===== src/rtl/wbcs_pkg.sv =====
// Shared types and constants for the white blob column steering block.
// Used by every module under rtl; no dependencies of its own.
`default_nettype none

package wbcs_pkg;

    // Configuration register indexes and widths
    localparam int CFG_IDX_BITS  = 2;
    localparam int CFG_DATA_BITS = 12;

    localparam logic [CFG_IDX_BITS-1:0] REG_FRAME_WIDTH  = 2'd0;
    localparam logic [CFG_IDX_BITS-1:0] REG_FRAME_HEIGHT = 2'd1;
    localparam logic [CFG_IDX_BITS-1:0] REG_WHITE_LEVEL  = 2'd2;
    localparam logic [CFG_IDX_BITS-1:0] REG_MIN_PEAK     = 2'd3;

    localparam logic [10:0] FRAME_WIDTH_RST  = 11'd640;
    localparam logic [11:0] FRAME_HEIGHT_RST = 12'd480;
    localparam logic [7:0]  WHITE_LEVEL_RST  = 8'd250;
    localparam logic [11:0] MIN_PEAK_RST     = 12'd15;

    // Result field widths
    localparam int CLS_BITS  = 3;
    localparam int Q_BITS    = 15;
    localparam int TURN_BITS = 16;
    localparam int PEAK_BITS = 12;
    localparam int PCOL_BITS = 10;
    localparam int ROW_BITS  = 12;

    typedef logic [CLS_BITS-1:0] yaw_class_t;
    typedef logic [Q_BITS-1:0]   q_frac_t;

    localparam yaw_class_t CLS_LEFT    = 3'd0;
    localparam yaw_class_t CLS_CENTER  = 3'd1;
    localparam yaw_class_t CLS_RIGHT   = 3'd2;
    localparam yaw_class_t CLS_MISSING = 3'd3;
    localparam yaw_class_t CLS_REACHED = 3'd4;

    // Q1.14 unsigned and signed Q2.14 constants
    localparam q_frac_t                     Q_ONE        = 15'd16384;
    localparam logic signed [TURN_BITS-1:0] MISSING_TURN = -16'sd3277;

endpackage

`default_nettype wire


===== src/rtl/wbcs_divider.sv =====
// Shared restoring divider: quotient = floor(num * 2^14 / den), num <= den.
// One quotient bit per cycle; depends on wbcs_pkg.
`default_nettype none

module wbcs_divider #(
    parameter int W = 11
) (
    input  wire logic                  clk,
    input  wire logic                  rst_n,
    input  wire logic                  start,
    input  wire logic [W-1:0]          num,
    input  wire logic [W-1:0]          den,
    output logic                       done,
    output wbcs_pkg::q_frac_t          quotient
);
    import wbcs_pkg::*;

    localparam int STEP_BITS = $clog2(Q_BITS);

    logic                 busy_reg;
    logic                 done_reg;
    logic [STEP_BITS-1:0] step_reg;
    logic [W-1:0]         rem_reg;
    logic [W-1:0]         den_reg;
    q_frac_t              quo_reg;

    logic [W:0]   trial;
    logic         take;
    logic [W-1:0] rem_next;

    // First step compares the numerator itself, later steps the doubled remainder
    always_comb
    begin
        if (step_reg == '0)
            trial = {1'b0, rem_reg};
        else
            trial = {rem_reg, 1'b0};
        take = trial >= {1'b0, den_reg};
        if (take)
            rem_next = W'(trial - {1'b0, den_reg});
        else
            rem_next = W'(trial);
    end

    always_ff @(posedge clk or negedge rst_n)
    begin
        if (!rst_n)
        begin
            busy_reg <= 1'b0;
            done_reg <= 1'b0;
            step_reg <= '0;
        end
        else
        begin
            done_reg <= 1'b0;
            if (start)
            begin
                busy_reg <= 1'b1;
                step_reg <= '0;
            end
            else if (busy_reg)
            begin
                if (step_reg == STEP_BITS'(Q_BITS - 1))
                begin
                    busy_reg <= 1'b0;
                    done_reg <= 1'b1;
                end
                step_reg <= step_reg + 1'b1;
            end
        end
    end

    always_ff @(posedge clk)
    begin
        if (start)
        begin
            rem_reg <= num;
            den_reg <= den;
        end
        else if (busy_reg)
        begin
            rem_reg <= rem_next;
            quo_reg <= {quo_reg[Q_BITS-2:0], take};
        end
    end

    assign done     = done_reg;
    assign quotient = quo_reg;

endmodule

`default_nettype wire


===== src/rtl/wbcs_steer_result.sv =====
// End-of-frame sequencer: class decision, two divisions and the result register.
// Depends on wbcs_pkg and wbcs_divider.
`default_nettype none

module wbcs_steer_result #(
    parameter int MAX_WIDTH  = 1024,
    parameter int COUNT_BITS = 12
) (
    input  wire logic                                 clk,
    input  wire logic                                 rst_n,
    input  wire logic                                 frame_done,
    input  wire logic [COUNT_BITS-1:0]                peak,
    input  wire logic [$clog2(MAX_WIDTH)-1:0]         peak_col,
    input  wire logic [$clog2(MAX_WIDTH+1)-1:0]       empty_cols,
    input  wire logic [$clog2(MAX_WIDTH+1)-1:0]       width_eff,
    input  wire logic [wbcs_pkg::PEAK_BITS-1:0]       min_peak,
    output logic                                      busy,
    output logic                                      out_valid,
    input  wire logic                                 out_ready,
    output wbcs_pkg::yaw_class_t                      yaw_class,
    output wbcs_pkg::q_frac_t                         forward_speed,
    output logic signed [wbcs_pkg::TURN_BITS-1:0]     turn_rate,
    output wbcs_pkg::q_frac_t                         distance_fraction,
    output logic [wbcs_pkg::PEAK_BITS-1:0]            peak_count,
    output logic [wbcs_pkg::PCOL_BITS-1:0]            peak_column
);
    import wbcs_pkg::*;

    localparam int CB = $clog2(MAX_WIDTH);
    localparam int WB = $clog2(MAX_WIDTH + 1);
    localparam int PW = (COUNT_BITS > PEAK_BITS) ? COUNT_BITS : PEAK_BITS;

    localparam logic [1:0] ST_IDLE = 2'd0;
    localparam logic [1:0] ST_DIST = 2'd1;
    localparam logic [1:0] ST_TURN = 2'd2;
    localparam logic [1:0] ST_LOAD = 2'd3;

    logic [1:0]            state_reg;
    logic                  start_reg;
    yaw_class_t            cls_reg;
    logic [WB-1:0]         dist_num_reg;
    logic [WB-1:0]         turn_num_reg;
    logic [WB-1:0]         mid_reg;
    logic [WB-1:0]         den_reg;
    q_frac_t               dist_reg;
    logic [COUNT_BITS-1:0] peak_hold_reg;
    logic [CB-1:0]         col_hold_reg;

    logic                  out_valid_reg;
    yaw_class_t            yaw_class_reg;
    q_frac_t               forward_reg;
    logic signed [TURN_BITS-1:0] turn_reg;
    q_frac_t               distance_reg;
    logic [PEAK_BITS-1:0]  peak_count_reg;
    logic [PCOL_BITS-1:0]  peak_column_reg;

    logic [WB-1:0]   occupied;
    logic [WB:0]     twice;
    logic            reached;
    logic [WB-1:0]   mid;
    logic [WB-1:0]   col_ext;
    logic [WB-1:0]   diff;
    logic            seen;
    logic [WB+2:0]   five_col;
    logic [WB+2:0]   two_w;
    logic [WB+2:0]   three_w;
    yaw_class_t      cls;

    logic [WB-1:0] div_num;
    logic [WB-1:0] div_den;
    logic          div_done;
    q_frac_t       div_quo;
    logic          load;
    logic signed [TURN_BITS-1:0] turn_val;

    // Frame summary to class and division operands
    always_comb
    begin
        occupied = (empty_cols >= width_eff) ? '0 : (width_eff - empty_cols);
        twice    = {occupied, 1'b0};
        reached  = twice >= {1'b0, width_eff};
        mid      = width_eff >> 1;
        col_ext  = WB'(peak_col);
        diff     = (mid > col_ext) ? (mid - col_ext) : (col_ext - mid);
        // Beyond the midpoint distance the turn saturates at one
        if (diff > mid)
            diff = mid;
        seen     = PW'(peak) >= PW'(min_peak);
        five_col = (WB+3)'(col_ext) * 3'd5;
        two_w    = (WB+3)'(width_eff) << 1;
        three_w  = (WB+3)'(width_eff) * 2'd3;
        if (reached)
            cls = CLS_REACHED;
        else if (!seen)
            cls = CLS_MISSING;
        else if (five_col < two_w)
            cls = CLS_LEFT;
        else if (five_col > three_w)
            cls = CLS_RIGHT;
        else
            cls = CLS_CENTER;
    end

    assign div_num = (state_reg == ST_DIST) ? dist_num_reg : turn_num_reg;
    assign div_den = (state_reg == ST_DIST) ? den_reg : mid_reg;

    wbcs_divider #(
        .W (WB)
    ) u_divider (
        .clk      (clk),
        .rst_n    (rst_n),
        .start    (start_reg),
        .num      (div_num),
        .den      (div_den),
        .done     (div_done),
        .quotient (div_quo)
    );

    assign load = (state_reg == ST_LOAD) && (!out_valid_reg || out_ready);

    always_comb
    begin
        case (cls_reg)
            CLS_LEFT:    turn_val = TURN_BITS'(div_quo);
            CLS_RIGHT:   turn_val = TURN_BITS'(0) - TURN_BITS'(div_quo);
            CLS_MISSING: turn_val = MISSING_TURN;
            default:     turn_val = '0;
        endcase
    end

    always_ff @(posedge clk or negedge rst_n)
    begin
        if (!rst_n)
        begin
            state_reg     <= ST_IDLE;
            start_reg     <= 1'b0;
            out_valid_reg <= 1'b0;
        end
        else
        begin
            start_reg <= 1'b0;
            case (state_reg)
                ST_IDLE:
                begin
                    if (frame_done)
                    begin
                        state_reg <= ST_DIST;
                        start_reg <= 1'b1;
                    end
                end
                ST_DIST:
                begin
                    if (div_done)
                    begin
                        state_reg <= ST_TURN;
                        start_reg <= 1'b1;
                    end
                end
                ST_TURN:
                begin
                    if (div_done)
                        state_reg <= ST_LOAD;
                end
                ST_LOAD:
                begin
                    if (load)
                        state_reg <= ST_IDLE;
                end
                default: state_reg <= ST_IDLE;
            endcase

            if (load)
                out_valid_reg <= 1'b1;
            else if (out_ready)
                out_valid_reg <= 1'b0;
        end
    end

    always_ff @(posedge clk)
    begin
        if ((state_reg == ST_IDLE) && frame_done)
        begin
            cls_reg       <= cls;
            dist_num_reg  <= reached ? '0 : WB'({1'b0, width_eff} - twice);
            turn_num_reg  <= diff;
            mid_reg       <= mid;
            den_reg       <= width_eff;
            peak_hold_reg <= peak;
            col_hold_reg  <= peak_col;
        end
        if ((state_reg == ST_DIST) && div_done)
            dist_reg <= div_quo;
        if ((state_reg == ST_TURN) && div_done)
            turn_reg <= turn_val;
        if (load)
        begin
            yaw_class_reg   <= cls_reg;
            forward_reg     <= (cls_reg == CLS_CENTER) ? Q_ONE : '0;
            distance_reg    <= dist_reg;
            peak_count_reg  <= PEAK_BITS'(peak_hold_reg);
            peak_column_reg <= PCOL_BITS'(col_hold_reg);
        end
    end

    // turn_reg is final before the load, so drive the port from a copy taken at load
    logic signed [TURN_BITS-1:0] turn_out_reg;

    always_ff @(posedge clk)
    begin
        if (load)
            turn_out_reg <= turn_reg;
    end

    assign busy              = state_reg != ST_IDLE;
    assign out_valid         = out_valid_reg;
    assign yaw_class         = yaw_class_reg;
    assign forward_speed     = forward_reg;
    assign turn_rate         = turn_out_reg;
    assign distance_fraction = distance_reg;
    assign peak_count        = peak_count_reg;
    assign peak_column       = peak_column_reg;

endmodule

`default_nettype wire

===== config.mk =====
export PLATFORM = sky130hd
export DESIGN_NAME = wbcs_steer_result
export DESIGN_NICKNAME = d
export VERILOG_FILES = /design/src/rtl/wbcs_pkg.sv /design/src/rtl/wbcs_divider.sv /design/src/rtl/wbcs_steer_result.sv
export SDC_FILE = /design/constraint.sdc
export NUM_CORES = 1
export LEC_CHECK = 0
export BUFFER_PORTS_ARGS = -buffer_cell sky130_fd_sc_hd__buf_2
export CORE_MARGIN = 1.5
export CORE_UTILIZATION = 41
export CTS_BUF_LIST = sky130_fd_sc_hd__clkbuf_4
export CTS_CLUSTER_SIZE = 25
export DETAILED_ROUTE_END_ITERATION = 7
export PLACE_DENSITY_LB_ADDON = 0.08
export SYNTH_ARGS = -nofsm -noshare
export SYNTH_HDL_FRONTEND = slang
export SYNTH_HIERARCHICAL = 1
export SYNTH_SLANG_ARGS = --single-unit

===== constraint.sdc =====
create_clock -name clk -period 3.43 [get_ports clk]
set_input_delay 0.5145 -clock clk [delete_from_list [all_inputs] [get_ports clk]]
set_output_delay 0.5145 -clock clk [all_outputs]
set_load 0.005 [all_outputs]

# Yosys cells after proc, flatten, opt, wreduce, memory -nomap -nowiden
# Index checks and enable logic that the tools add are counted.
# totals
ff_bits	217
input_bits	60
output_inout_bits	73
# op_classes
n_addsub	7
mul	2
n_lt_le_gt_ge	8
n_eq_ne	11
muxes	32
bitwise_logic	1
n_reduce_logical	14
# ops
op	n
$mux W11	6
$pmux W16 S3	1
$sub A11 B11 Y11	3
$ge A12 B11 Y1	2
$sub A10 B10 Y11	2
$mux W10	2
$sub A1 B15 Y16 const A	1
$mux W15	1
$mux W2	7
$gt A13 B13 Y1	1
$lt A13 B12 Y1	1
$mul A10 B3 Y13 const B	1
$mul A11 B2 Y13 const B	1
$ge A12 B12 Y1	1
$mux W12	1
$ge A11 B11 Y1	1
$gt A11 B10 Y1	1
$gt A10 B10 Y1	1
$mux W1	10
$mux W4	2
$pmux W2 S4	1
$eq A3 B2 Y1 const B	2
$reduce_bool A2 Y1	3
$add A4 B1 Y4 const B	1
other kinds (16)	22

# Longest topological paths before layout
# Gate-level depths: netlist of the first run.
# logic_depth
depth_word	6
depth_mapped	20

# Modules after synthesis
# The synthesis of the first run kept the hierarchy.
# by_module_without_submodules
mod	n_inst	cells_each	area_each_um2	seq_area_each_um2
wbcs_steer_result	1	840	9668.0	4484.3
wbcs_divider	1	220	2402.3	1261.2

# Worst setup path after synthesis of the first run
# No wires, ideal clock.
# synth_path
kind	in2reg
from	in peak_col[1]
to	reg turn_num_reg[1], data pin
setup_time_ns	0.260
arrival_ns	4.230
required_time_ns	3.170
path_slack_ns	-1.060
cell_stages	15
path_buffers	1
path_cell_list	inv_1 ha_1 or2b_1 a211o_1 a21oi_2 o21a_1 buf_6 mux2i_1 mux2_2 a311oi_2 ha_1 nand3_1 or4b_2 a21oi_4 mux2_2
# synth_between
elab_chain_cells	4
# synth_lines
element	line_no	rtl
from (decl)	wbcs_steer_result.sv:13	input wire logic [$clog2(MAX_WIDTH)-1:0] peak_col,
$sub A10 B10 Y11 or $gt A10 B10 Y1 (tied branches)	wbcs_steer_result.sv:84	diff = (mid > col_ext) ? (mid - col_ext) : (col_ext - mid);
$mux W11 (*)	wbcs_steer_result.sv:84	
$gt A11 B10 Y1	wbcs_steer_result.sv:86	if (diff > mid)
$mux W10 (*)	wbcs_steer_result.sv:86	
via diff[1]	wbcs_steer_result.sv:62	logic [WB-1:0] diff;
to (signal assigned)	wbcs_steer_result.sv:185	turn_num_reg <= diff;
to (decl)	wbcs_steer_result.sv:42	logic [WB-1:0] turn_num_reg;
# Mark *: on every way through the listed nets, which the timed path passes. The rest lies on a longest branch.
# A chain may end at the register's enable or synchronous reset.

# Worst setup path in the final report of the first run
# layout_path
from	in width_eff[2]
to	reg turn_num_reg[1], data pin
# layout_between
elab_chain_cells	4
# layout_lines
element	line_no	rtl
from (decl)	wbcs_steer_result.sv:15	input wire logic [$clog2(MAX_WIDTH+1)-1:0] width_eff,
$sub A10 B10 Y11 or $gt A10 B10 Y1 (tied branches)	wbcs_steer_result.sv:84	
$mux W11	wbcs_steer_result.sv:84	
$gt A11 B10 Y1	wbcs_steer_result.sv:86	
$mux W10 (*)	wbcs_steer_result.sv:86	
via diff[1]	wbcs_steer_result.sv:62	
# Marks and branches as above.

==> flow_summary_export.csv, run 1 <==
group,metric,value,unit
timing,maxSlewViolCount,0,
clock_tree,clock_path_buffers,2,
die,dieArea,30500,sq um
global_routing,grt_pass1_wl,45800,um
logic_synthesis,synth_top_area_share,45.5,%
global_routing,gr-total-overflow,0,
die,row_count,62,
timing,finClkSkew,0.0303,ns
placement,dpl_cell_area,14700,sq um
timing,setup_ws,-0.380,ns
run,max_cap_viol_count,0,
logic_synthesis,synthArstFlopShare,5.18,%
pwr,power_density,356,nW/um^2
worst_setup_path,crit_chain,"buf_8, ha_4, or2b_1, a211o_1, a21oi_2, o21a_4, mux2i_4, mux2_4, a311oi_4, ha_1, nand3_2, or4b_4, a21oi_4, buf_12, buf_8, mux2_4",
die,pin_count,133,
final_layout,area_growth,28.6,%
die,die_y,175,um
clock_tree,cts-htree-levels,4,
pwr,p_total,0.00553,W
logic_synthesis,ys_top_cells_by_area,"edfxtp_1, ha_1, mux2_2, inv_1, a21oi_1",
status,violations,"setup timing",
drt,drtAntennaViolNets,0,
placement,gp_congestion,0.855,
worst_setup_path,cp_slowest_cell,"or4b_4",
logic_synthesis,synth-seq-cells,193,
logic_synthesis,yosys_most_used_dff,"edfxtp_1",
placement,portBuffers,118,
timing,worst_slew_pin_slew,0.834,ns
final_layout,nNetsFinal,1593,
global_routing,grt_antenna_before_repair,1,
drt,wl_per_cell,16.5,um
status,status,"finished, violations left",
drt,wl,29400,um
logic_synthesis,ys_warn_count,6,
final_layout,drive_gt1_share,35.2,%
timing,whs,0.114,ns
clock_tree,clock_sinks,193,
pwr,leakagePower,6.71,nW
min_path,hp-class,"input port to register",
worst_setup_path,cp_num_buf_inv,3,
clock_tree,clock_latency,0.58,ns
die,initial_core_util,41.8,%
drt,drc_errors,0,
timing,clock.fmax,262,MHz
clock_tree,cts_tree,"yes",
worst_setup_path,max_stage_delay,0.50,ns
logic_synthesis,ys_types,74,
timing,min_period_over_period,111,%
logic_synthesis,syn-cell-area,12100,sq um
worst_setup_path,arrival,4.15,ns
worst_setup_path,cp_max_fo,5,
logic_synthesis,synth_edf_count,183,
worst_setup_path,critical_path.top_delay_family,"compound AO/OA/AOI/OAI gates",
timing,hold_viol,0,
clock_tree,cts-root-buf,"clkbuf_4",
worst_setup_path,cp-start-kind,"input port",
timing,setup_viol,10,
logic_synthesis,syn_area_per_cell,11.4,sq um
global_routing,grt_usage,19.4,%
worst_setup_path,cp_data_required_time,3.77,ns
final_layout,final_cell_mix,"buf_4, edfxtp_1, ha_1",
drt,vias_per_cell,4.98,
worst_setup_path,critPathKind,"input port to register",
clock_tree,clk_pin_slew,0.18,ns
logic_synthesis,yosysTopAreaCell,"edfxtp_1",
final_layout,fin_area,15500,sq um
die,coreArea,28900,sq um
timing,slew_headroom,44.4,%
drt,dr.pass1.iters,4,
die,dieWidth,175,um
drt,drt_iter0_drc,493,
global_routing,grt_pass1_vias,8709,
worst_setup_path,endpoint_kind,"register",
timing,period_minus_slack,3.81,ns
global_routing,grt_max_degree,35,
logic_synthesis,synth-seq-area-share,47.6,%
final_layout,fillCellCount,2584,
final_layout,final_common_cell,"buf_4",
pwr,ir_worst_vdd,0.198,mV
drt,num_vias,8874,
clock_tree,numCtsBuffers,17,
logic_synthesis,syn_inst,1060,
placement,hpwl,23000,um
timing,grt_setup_unrepaired,"yes",
-- repair_timing --
action,in CTS,in global routing
cloned,0,1
pin swaps,19,28
hold buffers,1,0
hold endpoints to repair,10,0
gates resized for setup,23,60
setup buffers,9,9
endpoints found under the setup margin,14,32
-- power breakdown --
part | switching [W] | leakage (nW) | internal (W) | total (W)
clock | 0.000839 | 0.158 | 0.000399 | 0.00124
sequential | 0.0000000000000000000215 | 1.79 | 0.00257 | 0.00257
combinational | 0.000785 | 4.77 | 0.000936 | 0.00172
total | 0.00162 | 6.71 | 0.00391 | 0.00553
-- kinds of logic (layout without fill, tap and decap cells) --
family / Yosys count / after routing / share of synthesized area, %
xor gates and xnor gates: 50 / 50 / 3.63
adders and majority gates: 149 / 149 / 15.9
buffers and inverters: 135 / 457 / 4.78
other: 1 / 16 / 0.0311
muxes: 55 / 55 / 5.12
and+or+nand+nor: 250 / 250 / 10.4
DFF: 193 / 193 / 47.6
AOI/OAI and AO/OA: 227 / 227 / 12.5
-- metrics by stage --
stage / utilization, % / setup slack, ns / std cells / TNS (ns)
6_report: 53.8 / -0.380 / 1781 / -3.51
5_1_grt: 53.8 / -0.417 / 1781 / -4.15
4_1_cts: 52.5 / -0.305 / 1771 / -2.84
3_5_place_dp: 50.8 / -1.21 / 1730 / -20.63
3_3_place_gp: 50.8 / -1.12 / 1730 / -19.65
2_1_floorplan: - / -0.807 / 1074 / -8.00
-- routing by layer --
metal | vias to the layer above | part of all wire [%] | global-route usage (%) | routed length [um]
met1 | 4210 | 47 | 26.6 | 13900
met2 | 162 | 48 | 32.5 | 14000
met5 | - | 0 | 0 | 0
met4 | 0 | 1.8 | 5.34 | 538
met3 | 24 | 3.2 | 2.24 | 952
li1 | 4478 | - | - | -
-- area by class of cell --
class	instances	area, sq um	area share (%)
inverter	99	402	2.59
multi-input combinational	746	6320	40.7
sequential	193	5750	37.0
clock inverter	14	174	1.12
tap	384	480	3.09
timing repair buffer	327	2270	14.7
clock buffer	17	128	0.822
antenna	1	2.50	0.0161
-- worst paths after layout --
kind                                       startpoint                   end  slack, ns  depth (start not counted)
worst max register to register  u_divider/step_reg[0]  u_divider/rem_reg[5]       0.16                         14
min in group asynchronous                       rst_n             out_valid       0.29                          2
worst max-delay path                     width_eff[2]       turn_num_reg[1]      -0.38                         16
worst min register to register        col_hold_reg[0]        peak_column[0]       0.44                          0
worst min-delay path                          peak[8]      peak_hold_reg[8]       0.11                          1
max in group asynchronous                       rst_n             start_reg       2.93                          2
-- cell usage after synthesis (4+ instances only) --
library cell / instances
mux2_2: 38
o211ai_1: 5
inv_1: 98
nand3b_1: 6
xor2_1: 25
nor2b_1: 20
dfrtp_1: 10
a31oi_1: 7
o31ai_1: 8
mux2_4: 4
o31a_1: 6
a211o_1: 4
nand2_1: 76
o21a_1: 12
nand4_1: 9
nand3_1: 12
xnor2_1: 25
nor2_1: 46
o21bai_1: 9
fa_1: 7
or3_1: 10
and3_1: 10
edfxtp_1: 183
and2_1: 20
a21oi_1: 63
nand2b_1: 10
a21o_1: 23
buf_4: 14
ha_1: 142
mux2i_1: 13
clkbuf_1: 15
a211oi_1: 9
nor3_1: 16
o21ai_0: 47
Note: power is estimated with default switching activity, not from simulation.
==> run 2, diff against run 1 <==
CAP_MARGIN = 20   (was unset)
SKIP_LAST_GASP = 1   (was unset)
clock period = 4 ns   (was 3.43 ns; I/O delays follow)
==> run 2 against run 1 <==
Net effect: the flow now finishes without violations; highest routed layer unchanged; critical path depth is 1 higher; clock-buffer cell count stayed put; via count is 3.6% lower; largest power group unchanged; setup slack better by 0.44 ns; cell area is 5.5% lower; hold slack better by 0.064 ns; critical path type unchanged; first-iteration DRC count is 13% lower; wire length is 4.3% lower; clock skew is 0.0025 ns lower; core utilization is 2.9 points lower.
==> flow_summary_export.csv, run 2 (synthesis gave the netlist of run 1 again) <==
group,metric,value,unit
placement,portBuffers,118,
worst_setup_path,r2r-start,"u_divider/step_reg[0]",
worst_setup_path,rrSetupSlack,0.39,ns
timing,worst_slew_pin_slew,0.855,ns
final_layout,final_common_cell,"edfxtp_1",
placement,dpl_cell_area,14200,sq um
worst_setup_path,cp_num_buf_inv,4,
worst_setup_path,path_common_cell,"mux2_4",
final_layout,fillCellCount,2687,
timing,hold_viol,0,
die,coreArea,28900,sq um
clock_tree,clk_pin_slew,0.19,ns
worst_setup_path,path_depth,17,
die,pin_count,133,
worst_setup_path,reg2reg_to,"u_divider/rem_reg[4]",
global_routing,grt_usage,19.1,%
timing,maxSlewViolCount,0,
clock_tree,clock_latency,0.60,ns
worst_setup_path,critPathLaunch,"peak_col[1]",
drt,vias_per_cell,4.96,
placement,gp_congestion,0.815,
timing,min_period_over_period,98.5,%
timing,finClkSkew,0.0278,ns
timing,setup_viol,0,
timing,clock.fmax,254,MHz
final_layout,fin_area,14700,sq um
worst_setup_path,critPathKind,"input port to register",
worst_setup_path,crit_chain,"buf_6, inv_12, ha_4, or2b_1, a211o_1, a21oi_2, o21a_1, buf_12, mux2i_4, mux2_4, a311oi_4, ha_1, nand3_1, or4b_4, a21oi_4, clkbuf_16, mux2_4",
drt,drt_iter0_drc,429,
pwr,leakagePower,6.36,nW
run,max_cap_viol_count,0,
worst_setup_path,max_stage_delay,0.51,ns
die,die_y,175,um
die,initial_core_util,41.8,%
clock_tree,cts_tree,"yes",
pwr,ir_worst_vdd,0.167,mV
pwr,power_density,309,nW/um^2
final_layout,final_cell_mix,"edfxtp_1, buf_4, ha_1",
worst_setup_path,cp_data_required_time,4.36,ns
global_routing,grt_antenna_before_repair,1,
worst_setup_path,r2r_cells,14,
worst_setup_path,arrival,4.30,ns
clock_tree,clock_sinks,193,
worst_setup_path,cp_slowest_cell,"or4b_4",
clock_tree,cts-root-buf,"clkbuf_4",
global_routing,grt_pass1_wl,45400,um
global_routing,grt_max_degree,43,
timing,slew_headroom,43.0,%
min_path,hp-class,"input port to register",
clock_tree,cts-htree-levels,4,
drt,drtAntennaViolNets,0,
placement,hpwl,22400,um
final_layout,post-route-util,50.9,%
die,dieArea,30500,sq um
worst_setup_path,cp-start-kind,"input port",
die,row_count,62,
global_routing,gr-total-overflow,0,
worst_setup_path,cp_max_fo,6,
timing,period_minus_slack,3.94,ns
status,status,"finished, final reports clean",
drt,wl_per_cell,16.3,um
final_layout,area_growth,21.6,%
final_layout,nNetsFinal,1536,
drt,drc_errors,0,
drt,num_vias,8551,
drt,dr.pass1.iters,4,
worst_setup_path,endpoint,"turn_num_reg[9]",
global_routing,grt_pass1_vias,8414,
clock_tree,numCtsBuffers,17,
die,dieWidth,175,um
clock_tree,clock_path_buffers,2,
final_layout,drive_gt1_share,28.1,%
worst_setup_path,critical_path.top_delay_family,"compound AO/OA/AOI/OAI gates",
worst_setup_path,endpoint_kind,"register",
drt,wl,28100,um
run 2: what timing repair did:
item	4_1_cts	5_1_grt
setup buffers	0	2
endpoints found under the hold margin	10	0
endpoints found under the setup margin	0	11
gates resized for setup	0	16
hold buffers	1	0
run 2: stage by stage:
step,TNS [ns],hold slack [ns],power [W],std cells,setup WS (ns)
global route,-0.0236,0.114,0.00480,1725,-0.00962
global placement,-8.76,0.401,0.00345,1687,-0.545
floorplan,-3.02,0.304,0.00300,1074,-0.322
CTS,0,0.120,0.00455,1720,0.0649
detailed placement,-9.27,0.405,0.00346,1687,-0.608
finish,0,0.179,0.00454,1725,0.0617
run 2: worst min-delay path by stage:
stage	start	endpoint	slack (ns)	cells after the start
2_1_floorplan	rst_n	out_valid	0.30	0
3_3_place_gp	dist_reg[9]	distance_fraction[9]	0.40	0
3_5_place_dp	dist_reg[0]	distance_fraction[0]	0.40	0
5_1_grt	peak[4]	peak_hold_reg[4]	0.11	1
6_report	peak[4]	peak_hold_reg[4]	0.18	1
4_1_cts	peak[4]	peak_hold_reg[4]	0.12	1
run 2: area by class of cell:
cell class                 count  area (sq um)  area share (%)
antenna                        1          2.50          0.0170
tap                          384           480            3.27
sequential                   193          5750            39.1
multi-input combinational    746          5940            40.5
inverter                      99           387            2.63
timing repair buffer         270          1810            12.4
clock buffer                  17           128           0.869
clock inverter                15           181            1.24
run 2: routing by layer:
metal | GRT usage, % | part of all wire [%]
met1 | 26.0 | 48
met3 | 2.05 | 2.4
met2 | 32.1 | 48
met4 | 5.84 | 2.1
met5 | 0 | 0
run 2: report_power, final:
part / internal [W] / total [W] / switching (W)
clock: 0.000300 / 0.00108 / 0.000779
combinational: 0.000660 / 0.00125 / 0.000592
sequential: 0.00221 / 0.00221 / 0.0000000000000000000203
total: 0.00317 / 0.00454 / 0.00137
==> run 3, diff against run 2 <==
--- a/config.mk
+++ b/config.mk
@@ -12,2 +12,3 @@
 export CTS_BUF_LIST = sky130_fd_sc_hd__clkbuf_4
+export CTS_CLUSTER_DIAMETER = 40
 export CTS_CLUSTER_SIZE = 25
==> constraint.sdc (replaced) <==
create_clock -name clk -period 4 [get_ports clk]
set_input_delay 0.8 -clock clk [delete_from_list [all_inputs] [get_ports clk]]
set_output_delay 0.8 -clock clk [all_outputs]
set_load 0.005 [all_outputs]
==> run 3 against run 2 <==
Net effect: the run now ends with setup timing left; critical endpoint is now turn_num_reg[8]; wire length up 3.7%; combinational power up 12%; core utilization up 1.6 points.
==> flow_summary_export.csv, run 3 (synthesis gave the netlist of run 1 again) <==
group,metric,value,unit
timing,finClkSkew,0.0347,ns
drt,wl,29200,um
pwr,ir_worst_vdd,0.160,mV
timing,period_minus_slack,4.09,ns
worst_setup_path,cp_data_required_time,4.34,ns
placement,pre_cts_ws,-0.884,ns
placement,portBuffers,118,
drt,vias_per_cell,4.90,
status,violations,"setup timing",
die,pin_count,133,
pwr,leakagePower,6.62,nW
final_layout,area_growth,25.3,%
timing,whs,0.373,ns
timing,setup-tns-final,-0.672,ns
die,initial_core_util,41.8,%
final_layout,final_common_cell,"buf_4",
drt,wl_per_cell,16.5,um
timing,clock.fmax,244,MHz
clock_tree,clock_path_buffers,2,
die,row_count,62,
drt,drt_iter0_drc,392,
die,dieArea,30500,sq um
status,status,"finished, violations left",
clock_tree,clock_latency,0.59,ns
timing,setup_ws,-0.0937,ns
placement,numPlacedInstances,1721,
worst_setup_path,arrival,4.43,ns
pwr,power_density,311,nW/um^2
worst_setup_path,cp-start-kind,"input port",
global_routing,grt_pass1_wl,46400,um
die,dieWidth,175,um
drt,dr.pass1.iters,4,
placement,hpwl,23300,um
timing,hold_viol,0,
clock_tree,cts_tree,"yes",
clock_tree,cts-root-buf,"clkbuf_4",
clock_tree,clock_sinks,193,
global_routing,grt_max_degree,32,
worst_setup_path,cp_max_fo,5,
final_layout,final_cell_mix,"buf_4, edfxtp_1, ha_1",
min_path,hp-class,"input port to register",
final_layout,drive_gt1_share,31.6,%
global_routing,gr-total-overflow,0,
timing,min_period_over_period,102,%
timing,worst_slew_pin_slew,0.819,ns
clock_tree,numCtsBuffers,17,
final_layout,nNetsFinal,1581,
drt,drtAntennaViolNets,0,
drt,num_vias,8680,
timing,maxSlewViolCount,0,
die,die_y,175,um
drt,drc_errors,0,
timing,slew_headroom,45.4,%
worst_setup_path,endpoint_kind,"register",
die,coreArea,28900,sq um
final_layout,final_cells,1770,
timing,grt_setup_unrepaired,"yes",
pwr,p_total,0.00471,W
worst_setup_path,critPathKind,"input port to register",
global_routing,grt_usage,19.7,%
run,max_cap_viol_count,0,
placement,gp_congestion,0.880,
clock_tree,cts-htree-levels,4,
global_routing,grt_antenna_before_repair,1,
global_routing,grt_pass1_vias,8730,
clock_tree,clk_pin_slew,0.19,ns
timing,setup_viol,10,
[run 3: path summary, 6_finish.rpt]
| kind | start | endpoint | slack (ns) | cells after the start |
|---|---|---|---|---|
| worst max-delay path | width_eff[1] | turn_num_reg[8] | -0.09 | 17 |
| worst min-delay path | peak[0] | peak_hold_reg[0] | 0.37 | 1 |
| worst max register to register | u_divider/step_reg[0] | u_divider/rem_reg[4] | 0.44 | 14 |
| worst min register to register | peak_hold_reg[3] | peak_count[3] | 0.43 | 0 |
| max in group asynchronous | rst_n | u_divider/step_reg[1] | 3.24 | 2 |
| min in group asynchronous | rst_n | state_reg[0] | 0.57 | 2 |
[run 3: layout make-up]
cell class                      instances  area (sq um)
Fill cell                            2667         13700
Multi-Input combinational cell        746          6030
Sequential cell                       193          5750
Timing Repair Buffer                  315          2170
Tap cell                              384           480
Inverter                               99           387
Clock inverter                         14           180
Clock buffer                           18           135
Antenna cell                            1          2.50
[run 3: timing repair]
| item | in CTS | in global routing |
|---|---|---|
| endpoints found under the hold margin | 10 | 0 |
| setup endpoints to repair | 12 | 15 |
| pin swaps | 3 | 21 |
| cloned | 1 | 1 |
| hold buffers | 1 | 0 |
| resized for setup | 15 | 26 |
| buffers inserted | 3 | 10 |
[run 3: power by group]
group          internal (W)  leakage [nW]             switching [W]  total, W
sequential          0.00221          1.79  0.0000000000000000000256   0.00221
combinational      0.000752          4.66                  0.000646   0.00140
clock              0.000361         0.171                  0.000740   0.00110
total               0.00332          6.62                   0.00139   0.00471
[run 3: metrics by stage]
stage	area [sq um]	utilization, %
2_1_floorplan	12200	-
3_3_place_gp	14500	50.3
3_5_place_dp	14500	50.3
4_1_cts	14900	51.8
5_1_grt	15100	52.4
6_report	15100	52.4
[run 3: critical path, cell delays in order]
cell and delay [ns]:
buf_2 0.11, buf_4 0.16, ha_1 0.34, nand3_1 0.11
or3_4 0.35, buf_4 0.16, o221a_2 0.11, o2bb2ai_1 0.16
nand3_1 0.11, o211ai_1 0.11, xor2_1 0.18, ha_1 0.32
and3_4 0.19, or4b_4 0.47, a21oi_4 0.24, clkbuf_16 0.19
mux2_4 0.29
[run 3: layer usage]
layer	track usage (%)	up-vias	wire (um)
li1	-	4466	-
met1	26.7	4042	13900
met2	33.2	141	13900
met3	2.37	31	766
met4	5.63	0	570
met5	0	-	0
